[config.mk]
export PLATFORM = sky130hd
export DESIGN_NAME = raw_pnm_header_check
export DESIGN_NICKNAME = d
export VERILOG_FILES = /design/src/sv/rpnm_pkg.sv /design/src/sv/rpnm_parser.sv /design/src/sv/rpnm_out_queue.sv /design/src/sv/raw_pnm_header_check.sv
export SDC_FILE = /design/constraint.sdc
export NUM_CORES = 1
export LEC_CHECK = 0
export ABC_AREA = 1
export BUFFER_PORTS_ARGS = -buffer_cell sky130_fd_sc_hd__buf_2
export CAP_MARGIN = 0
export CORE_MARGIN = 5
export CORE_UTILIZATION = 57
export DETAILED_ROUTE_END_ITERATION = 6
export HOLD_SLACK_MARGIN = 0.05
export PLACE_DENSITY = 0.77
export SLEW_MARGIN = 10
export SYNTH_ARGS = -nofsm -noshare
export SYNTH_HDL_FRONTEND = slang
export SYNTH_SLANG_ARGS = --single-unit
[constraint.sdc]
create_clock -name clock -period 4.7 [get_ports clock]
set_clock_uncertainty 0.2 [all_clocks]
set_input_delay 0.47 -clock clock [delete_from_list [all_inputs] [get_ports clock]]
set_output_delay 0.47 -clock clock [all_outputs]
set_load 0.03 [all_outputs]
[src/sv/rpnm_pkg.sv]
// ----------------------------------------------------------------------------
// rpnm_pkg
// Types and codes shared by the raw image header checker and its parts.
// ----------------------------------------------------------------------------
package rpnm_pkg;

   // Result kinds.
   localparam logic KIND_PIXEL   = 1'b0;
   localparam logic KIND_VERDICT = 1'b1;

   // Verdict status codes.
   localparam logic [1:0] ST_OK       = 2'd0;
   localparam logic [1:0] ST_BAD      = 2'd1;
   localparam logic [1:0] ST_MISMATCH = 2'd2;

   // Shortest file, in bytes, that can earn a verdict other than bad.
   localparam logic [3:0] MIN_FILE_LEN = 4'd11;
   localparam logic [7:0] MAX_LEVEL_LIMIT = 8'd255;

   typedef struct packed {
      logic        kind;
      logic [7:0]  pixel_value;
      logic [1:0]  channel;
      logic        is_color;
      logic [15:0] width;
      logic [15:0] height;
      logic [7:0]  max_level;
      logic [1:0]  status;
      logic        last;
   } rpnm_result_type;

   // Up to two result words produced by one accepted byte, in order.
   typedef struct packed {
      logic [1:0]      count;
      rpnm_result_type first;
      rpnm_result_type second;
   } rpnm_push_type;

endpackage

[src/sv/rpnm_parser.sv]
// ----------------------------------------------------------------------------
// rpnm_parser
// Header state machine, number accumulation and pixel counting, one byte per
// accepted word; emits up to two result words for that byte.
// ----------------------------------------------------------------------------
module rpnm_parser #(
   parameter int DIM_BITS = 16
) (
   input  logic                    clock,
   input  logic                    reset,
   input  logic                    in_accept,
   input  logic [7:0]              in_byte,
   input  logic                    in_eof,
   output rpnm_pkg::rpnm_push_type push
);
   import rpnm_pkg::*;

   localparam int AccW = DIM_BITS + 4;

   localparam logic [3:0] PH_MAGIC_P = 4'd0;
   localparam logic [3:0] PH_MAGIC_D = 4'd1;
   localparam logic [3:0] PH_WS_W    = 4'd2;
   localparam logic [3:0] PH_NUM_W   = 4'd3;
   localparam logic [3:0] PH_WS_H    = 4'd4;
   localparam logic [3:0] PH_NUM_H   = 4'd5;
   localparam logic [3:0] PH_WS_M    = 4'd6;
   localparam logic [3:0] PH_NUM_M   = 4'd7;
   localparam logic [3:0] PH_PIXELS  = 4'd8;

   localparam logic [7:0] CH_P     = 8'h50;
   localparam logic [7:0] CH_5     = 8'h35;
   localparam logic [7:0] CH_6     = 8'h36;
   localparam logic [7:0] CH_0     = 8'h30;
   localparam logic [7:0] CH_9     = 8'h39;
   localparam logic [7:0] CH_SPACE = 8'h20;
   localparam logic [7:0] CH_TAB   = 8'h09;
   localparam logic [7:0] CH_LF    = 8'h0A;
   localparam logic [7:0] CH_CR    = 8'h0D;

   logic [3:0]          phase_ff, phase_in;
   logic [DIM_BITS-1:0] acc_ff, acc_in;
   logic [DIM_BITS-1:0] width_ff, width_in;
   logic [DIM_BITS-1:0] height_ff, height_in;
   logic [7:0]          max_ff, max_in;
   logic                color_ff, color_in;
   logic                err_ff, err_in;
   logic [3:0]          len_ff, len_in;
   logic [1:0]          ch_ff, ch_in;
   logic [DIM_BITS-1:0] col_ff, col_in;
   logic [DIM_BITS:0]   row_ff, row_in;

   always_comb begin
      logic            is_dig;
      logic            is_sp;
      logic [3:0]      digit;
      logic [AccW-1:0] prod;
      logic [1:0]      chans;
      logic [1:0]      ch_inc;
      logic [DIM_BITS-1:0] col_inc;
      logic            pix;
      rpnm_result_type verdict;
      rpnm_result_type pixel_res;

      phase_in  = phase_ff;
      acc_in    = acc_ff;
      width_in  = width_ff;
      height_in = height_ff;
      max_in    = max_ff;
      color_in  = color_ff;
      err_in    = err_ff;
      len_in    = len_ff;
      ch_in     = ch_ff;
      col_in    = col_ff;
      row_in    = row_ff;
      pix       = 1'b0;
      push      = '0;

      is_dig = (in_byte >= CH_0) && (in_byte <= CH_9);
      is_sp  = (in_byte == CH_SPACE) || (in_byte == CH_TAB) ||
               (in_byte == CH_LF) || (in_byte == CH_CR);
      digit  = 4'(in_byte - CH_0);
      // acc * 10 + digit, with four spare bits to see an overflow.
      prod   = ({4'b0, acc_ff} << 3) + ({4'b0, acc_ff} << 1) + AccW'(digit);
      chans  = color_ff ? 2'd3 : 2'd1;
      ch_inc = ch_ff + 2'd1;
      col_inc = col_ff + 1'b1;

      pixel_res = '0;
      pixel_res.kind        = KIND_PIXEL;
      pixel_res.pixel_value = in_byte;
      pixel_res.channel     = ch_ff;
      pixel_res.is_color    = color_ff;

      verdict = '0;
      verdict.kind = KIND_VERDICT;
      verdict.last = 1'b1;

      if (in_accept) begin
         if (len_ff < MIN_FILE_LEN) begin
            len_in = len_ff + 4'd1;
         end
         if (!err_ff) begin
            case (phase_ff)
               PH_MAGIC_P: begin
                  if (in_byte == CH_P) phase_in = PH_MAGIC_D;
                  else err_in = 1'b1;
               end
               PH_MAGIC_D: begin
                  if (in_byte == CH_5 || in_byte == CH_6) begin
                     color_in = (in_byte == CH_6);
                     phase_in = PH_WS_W;
                  end else begin
                     err_in = 1'b1;
                  end
               end
               PH_WS_W, PH_WS_H, PH_WS_M: begin
                  if (is_dig) begin
                     acc_in   = DIM_BITS'(digit);
                     phase_in = phase_ff + 4'd1;
                  end else if (!is_sp) begin
                     err_in = 1'b1;
                  end
               end
               PH_NUM_W, PH_NUM_H: begin
                  if (is_dig) begin
                     acc_in = prod[DIM_BITS-1:0];
                     if (|prod[AccW-1:DIM_BITS]) err_in = 1'b1;
                  end else begin
                     if (phase_ff == PH_NUM_W) width_in = acc_ff;
                     else height_in = acc_ff;
                     if (is_sp) phase_in = phase_ff + 4'd1;
                     else err_in = 1'b1;
                  end
               end
               PH_NUM_M: begin
                  if (is_dig) begin
                     acc_in = prod[DIM_BITS-1:0];
                     if (|prod[AccW-1:DIM_BITS]) err_in = 1'b1;
                  end else if (width_ff == '0 || height_ff == '0 || acc_ff == '0 ||
                               acc_ff > DIM_BITS'(MAX_LEVEL_LIMIT)) begin
                     err_in = 1'b1;
                  end else begin
                     // The terminating byte is swallowed here, whatever it is.
                     max_in   = 8'(acc_ff);
                     ch_in    = 2'd0;
                     col_in   = '0;
                     row_in   = '0;
                     phase_in = PH_PIXELS;
                  end
               end
               default: begin
                  pix = 1'b1;
                  if (row_ff >= {1'b0, height_ff}) begin
                     // Past the frame: hold the row count one beyond height.
                     row_in = {1'b0, height_ff} + 1'b1;
                  end else if (ch_inc >= chans) begin
                     ch_in = 2'd0;
                     if (col_inc >= width_ff) begin
                        col_in = '0;
                        row_in = row_ff + 1'b1;
                     end else begin
                        col_in = col_inc;
                     end
                  end else begin
                     ch_in = ch_inc;
                  end
               end
            endcase
         end

         if (err_in || phase_in != PH_PIXELS || len_in < MIN_FILE_LEN) begin
            verdict.status = ST_BAD;
         end else begin
            verdict.is_color  = color_in;
            verdict.width     = 16'(width_in);
            verdict.height    = 16'(height_in);
            verdict.max_level = max_in;
            verdict.status    = (row_in == {1'b0, height_in} && col_in == '0 &&
                                 ch_in == 2'd0) ? ST_OK : ST_MISMATCH;
         end

         if (pix) begin
            push.first = pixel_res;
            if (in_eof) begin
               push.second = verdict;
               push.count  = 2'd2;
            end else begin
               push.count = 2'd1;
            end
         end else if (in_eof) begin
            push.first = verdict;
            push.count = 2'd1;
         end

         // The final byte leaves the parser ready for the next file.
         if (in_eof) begin
            phase_in  = PH_MAGIC_P;
            acc_in    = '0;
            width_in  = '0;
            height_in = '0;
            max_in    = '0;
            color_in  = 1'b0;
            err_in    = 1'b0;
            len_in    = '0;
            ch_in     = '0;
            col_in    = '0;
            row_in    = '0;
         end
      end
   end

   always_ff @(posedge clock) begin
      if (reset) begin
         phase_ff  <= PH_MAGIC_P;
         acc_ff    <= '0;
         width_ff  <= '0;
         height_ff <= '0;
         max_ff    <= '0;
         color_ff  <= 1'b0;
         err_ff    <= 1'b0;
         len_ff    <= '0;
         ch_ff     <= '0;
         col_ff    <= '0;
         row_ff    <= '0;
      end else begin
         phase_ff  <= phase_in;
         acc_ff    <= acc_in;
         width_ff  <= width_in;
         height_ff <= height_in;
         max_ff    <= max_in;
         color_ff  <= color_in;
         err_ff    <= err_in;
         len_ff    <= len_in;
         ch_ff     <= ch_in;
         col_ff    <= col_in;
         row_ff    <= row_in;
      end
   end

endmodule

[src/sv/rpnm_out_queue.sv]
// ----------------------------------------------------------------------------
// rpnm_out_queue
// Three-word result register file: up to two words a cycle in from the parser
// while in_ready, one word a cycle out to the result channel while out_ready.
// ----------------------------------------------------------------------------
module rpnm_out_queue (
   input  logic                      clock,
   input  logic                      reset,
   input  rpnm_pkg::rpnm_push_type   push,
   output logic                      in_ready,
   output logic                      out_valid,
   output rpnm_pkg::rpnm_result_type out_word,
   input  logic                      out_ready
);
   import rpnm_pkg::*;

   function automatic logic [1:0] ptr_inc(input logic [1:0] p);
      return (p == 2'd2) ? 2'd0 : p + 2'd1;
   endfunction

   rpnm_result_type ent_ff [3];
   logic [1:0] wptr_ff, wptr_in;
   logic [1:0] rptr_ff, rptr_in;
   logic [1:0] cnt_ff, cnt_in;
   logic       pop;

   assign out_valid = (cnt_ff != 2'd0);
   assign out_word  = ent_ff[rptr_ff];
   // Room for two more words is always kept while input is taken.
   assign in_ready  = (cnt_ff <= 2'd1);
   assign pop       = out_valid && out_ready;

   always_comb begin
      logic [2:0] sum;
      sum     = {1'b0, cnt_ff} + {1'b0, push.count} - {2'b0, pop};
      cnt_in  = sum[1:0];
      rptr_in = pop ? ptr_inc(rptr_ff) : rptr_ff;
      case (push.count)
         2'd1:    wptr_in = ptr_inc(wptr_ff);
         2'd2:    wptr_in = ptr_inc(ptr_inc(wptr_ff));
         default: wptr_in = wptr_ff;
      endcase
   end

   always_ff @(posedge clock) begin
      if (push.count != 2'd0) begin
         ent_ff[wptr_ff] <= push.first;
      end
      if (push.count == 2'd2) begin
         ent_ff[ptr_inc(wptr_ff)] <= push.second;
      end
   end

   always_ff @(posedge clock) begin
      if (reset) begin
         wptr_ff <= '0;
         rptr_ff <= '0;
         cnt_ff  <= '0;
      end else begin
         wptr_ff <= wptr_in;
         rptr_ff <= rptr_in;
         cnt_ff  <= cnt_in;
      end
   end

endmodule

[src/sv/raw_pnm_header_check.sv]
// ----------------------------------------------------------------------------
// raw_pnm_header_check
// A result word is written into the output queue when its byte is accepted and
// is offered from there in order. One byte is taken per cycle while the queue
// has room; a final pixel byte yields two words, the pixel then the verdict,
// and the byte after it waits while the queue drains.
// Reset clears the parser state and empties the output queue.
// ----------------------------------------------------------------------------
module raw_pnm_header_check #(
   parameter int DIM_BITS = 16
) (
   input  logic        clock,
   input  logic        reset,
   input  logic        req_tvalid,
   output logic        req_tready,
   input  logic [7:0]  req_tdata,   // data_byte
   input  logic        req_tlast,   // end_of_file
   output logic        rsp_tvalid,
   input  logic        rsp_tready,
   // pixel_value, channel, is_color, width, height, max_level, status, pad
   output logic [55:0] rsp_tdata,
   output logic        rsp_tuser,   // kind
   output logic        rsp_tlast    // last
);
   import rpnm_pkg::*;

   logic            req_accept;
   rpnm_push_type   push;
   rpnm_result_type word;

   assign req_accept = req_tvalid && req_tready;

   rpnm_parser #(
      .DIM_BITS(DIM_BITS)
   ) u_parser (
      .clock    (clock),
      .reset    (reset),
      .in_accept(req_accept),
      .in_byte  (req_tdata),
      .in_eof   (req_tlast),
      .push     (push)
   );

   rpnm_out_queue u_queue (
      .clock    (clock),
      .reset    (reset),
      .push     (push),
      .in_ready (req_tready),
      .out_valid(rsp_tvalid),
      .out_word (word),
      .out_ready(rsp_tready)
   );

   assign rsp_tdata = {3'b000, word.status, word.max_level, word.height, word.width,
                       word.is_color, word.channel, word.pixel_value};
   assign rsp_tuser = word.kind;
   assign rsp_tlast = word.last;

   // Only the verdict word closes a file.
   a_last_is_verdict: assert property (@(posedge clock) disable iff (reset)
      rsp_tvalid |-> (rsp_tlast == (rsp_tuser == KIND_VERDICT)))
      else $error("last flag disagrees with word kind");

   // A bad-header verdict carries no parsed dimensions.
   a_bad_zero_dims: assert property (@(posedge clock) disable iff (reset)
      (rsp_tvalid && rsp_tuser == KIND_VERDICT && rsp_tdata[52:51] == ST_BAD)
      |-> (rsp_tdata[50:11] == '0))
      else $error("bad-header verdict with nonzero fields");

   // Two words come only from an accepted final byte.
   a_two_on_eof: assert property (@(posedge clock) disable iff (reset)
      (push.count == 2'd2) |-> (req_accept && req_tlast))
      else $error("two result words without end of file");

   // The queue is empty and ready right after reset.
   a_ready_after_reset: assert property (@(posedge clock)
      (!reset && $past(reset)) |-> (req_tready && !rsp_tvalid))
      else $error("queue not empty after reset");

endmodule
==> flow_summary.toml <==
[power]
ir_worst_vdd_uv = 299.2
p_per_area_nw_per_um2 = 390.9
p_leak_nw = 8.186
p_total_mw = 7.544

[placement]
dpl.hpwl_mm = 35.97
dp_slack_ns = 0.1299
place.gp.congestion = 0.9962
placed_cell_area_um2 = 18160
place_inst = 2902
io_buffers = 69

[synth]
synth_edf_count = 132
yosys_warnings = 0
ys_types = 44
ys.flop_type = "dfxtp_1"
synth_area_per_cell_um2 = 6.922
synthCells = 2526
asyncSetResetFlopFracSynth = 0
ys_seq_area_frac = 0.3858
syn-cell-area_um2 = 17490
ys_ff_latch = 271

[worst_setup_path]
critPathKind = "flop to flop"
crit_buf_inv = 3
worst-endpoint-required_ns = 4.94
rr_startpoint = "u_parser.acc_ff[0]"
crit_fanout = 46
reg2reg_depth = 22
path_cells = "inv_1, fa_1, inv_1, ha_1, nand3_1, nand2_1, nand2_1, nand2_1, a21oi_2, o21ai_1, nand3_1, nand2_1, xnor2_1, nand3b_1, nand2_1, nand2_1, nor3_4, clkbuf_16, nand2_1, nor2_2, nand2_1, nand2_1"
crit_top_cell = "nand2_1"
max_stage_delay_ns = 0.60
crit_arrival_ns = 4.62
regToRegEndpoint = "u_queue.ent_ff[0][40]"
crit_path_start_kind = "flop"
crit_family = "simple AND/OR/NAND/NOR gates"
slowest_stage = "fa_1"
r2r_slack_ns = 0.32
endpoint_kind = "flop"

[cells_and_area]
layout.cells.most_common_list = "nand2_1, a21oi_1, inv_1"
syn2layout_area_growth_pct = 10.36
fin_area_um2 = 19300
layout_commonest_cell = "nand2_1"
n_antenna_cell = 0
fin_nets = 2637
drive_above_1_share = 0.09852
final_cells = 2964

[hold_path]
hold_path_end = "u_queue.ent_ff[2][48]"
holdCritPathClass = "primary input to flop"
hold_start = "req_tdata[2]"
whs_path_depth = 3

[timing]
period_share = 0.9316
setup_slack_ns = 0.3216
slew-limit-headroom = 0.2992
hold_violations = 0
slew_viol_final = 0
hold_ws_ns = 0.1033
max_freq_mhz = 228.4
setup_viol = 0
fin_crit_ns = 4.378
worst_slew_pin_slew_ns = 1.051

[routing]
drt-initial-drc-count = 2112
drc = 0
vias = 17620
viasPerCell = 5.945
wirelength_mm = 53.85
avgRoutedWirePerCell_um = 18.17
ant_nets = 0
first_pass_iters = 7

[clock_network]
cts-root-buf = "clkbuf_16"
clk_path_buf_depth = 3
path_clk_slew_ns = 0.06
htree_levels = 1
clock_sinks = 271
insertion_delay_ns = 0.59
cts_made_buffers = 30
cts_tree = "built"

[floorplanning]
design.portCount = 73
die_x_um = 185.1
die_h_um = 185.1
dieArea_um2 = 34280
core_area_um2 = 30430
rows = 64
initial_core_util = 0.5746

[grt]
grt.total_usage = 0.3072
grt_pass1_vias = 16640
antenna_found_initial = 1
grt_max_degree = 93
grt_pass1_wl_mm = 85.62
grt-ovfl-total = 0

[status]
status = "complete, no violations"

[run]
maxCapViolCount = 0
## worst register-to-register path, delay by kind of cell (launching register included)
| kind | cells | cell delay (ns) |
|---|---|---|
| xor gates and xnor gates | 1 | 0.11 |
| buffers and inverters | 3 | 0.52 |
| adders and majority gates | 2 | 0.88 |
| AOI/OAI and AO/OA | 2 | 0.39 |
| and+or+nand+nor | 14 | 1.75 |
| DFF | 1 | 0.41 |
## synthesized netlist by cell type (all sizes together) (9+ instances only)
cell type | count | share of area
a21oi | 237 | 0.068
buf | 30 | 0.0098
clkbuf | 101 | 0.022
dfxtp | 139 | 0.16
edfxtp | 132 | 0.23
ha | 78 | 0.056
inv | 220 | 0.047
nand2 | 856 | 0.19
nand3 | 126 | 0.036
nand4 | 81 | 0.029
nor2 | 216 | 0.051
nor3 | 22 | 0.0072
o211ai | 16 | 0.0069
o21ai | 152 | 0.044
o22ai | 24 | 0.0086
xnor2 | 9 | 0.0045
xor2 | 31 | 0.016
## cells by family (layout without fill, tap and decap cells)
family / count (synthesis) / in the layout / share of synthesized area
multiplexers: 1 / 1 / 0.0006440
adder cells (fa/ha/maj): 80 / 80 / 0.05810
buffers and inverters: 358 / 398 / 0.08021
flip-flops: 271 / 271 / 0.3858
AO/OA/AOI/OAI: 458 / 458 / 0.1397
other: 1 / 3 / 0.0002145
AND/OR/NAND/NOR: 1317 / 1317 / 0.3152
XOR/XNOR: 40 / 40 / 0.02004
## stage by stage
step	utilization	setup TNS (ns)
2_1_floorplan	-	0
3_3_place_gp	0.5967	0
3_5_place_dp	0.5967	0
4_1_cts	0.6324	0
5_1_grt	0.6342	-0.01162
6_report	0.6342	0
## what timing repair did
action,4_1_cts,5_1_grt
setup buffers,0,1
resized for setup,0,10
hold buffers,4,0
setup endpoints to repair,0,126
endpoints found under the hold margin,10,0
## routing by layer
| metal | part of all wire | track usage | routed length, um |
|---|---|---|---|
| met5 | 0.00015 | 0 | 8 |
| met4 | 0.036 | 0.1210 | 1939 |
| met3 | 0.092 | 0.04595 | 4941 |
| met2 | 0.46 | 0.5024 | 24810 |
| met1 | 0.41 | 0.4126 | 22150 |
## worst max path at each step
| stage | startpoint | endpoint | cells after the start |
|---|---|---|---|
| after detailed placement | req_tdata[3] | u_queue.ent_ff[0][40] | 21 |
| after CTS | u_parser.acc_ff[0] | u_queue.ent_ff[0][40] | 22 |
| after global placement | req_tdata[3] | u_queue.ent_ff[0][40] | 23 |
| after floorplan | u_parser.phase_ff[0] | u_queue.ent_ff[1][0] | 18 |
| final | u_parser.acc_ff[0] | u_queue.ent_ff[0][40] | 22 |
| after global routing | u_parser.acc_ff[2] | u_queue.ent_ff[1][27] | 22 |
## state kept, by name, summed over array words and instances (netlist names), named ones only
register,flops
u_parser.col_ff,16
u_parser.len_ff,4
u_parser.color_ff,1
u_queue.rptr_ff,2
u_parser.width_ff,16
u_parser.height_ff,16
u_parser.max_ff,8
u_parser.row_ff,17
u_queue.ent_ff,162
u_queue.wptr_ff,2
u_parser.ch_ff,2
u_parser.err_ff,1
u_parser.phase_ff,4
u_queue.cnt_ff,2
u_parser.acc_ff,16
## report_power, final
part	internal (mW)	leakage [nW]	switching (mW)
logic	0.581	5.31	1.74
clock network	1.45	0.504	1.02
registers	2.67	2.38	0.0831
total	4.70	8.19	2.85
## layout make-up
cell class              instances  area [um2]
fillers                      2641       11130
multi-input cells            1899        9408
flip-flops and latches        271        6749
clock buffers                  41       853.3
inverters                     227       852.1
repair buffers                115       744.5
well taps                     396       495.5
clock inverters                15       195.2
No activity file was read; power rests on OpenSTA's default activity.
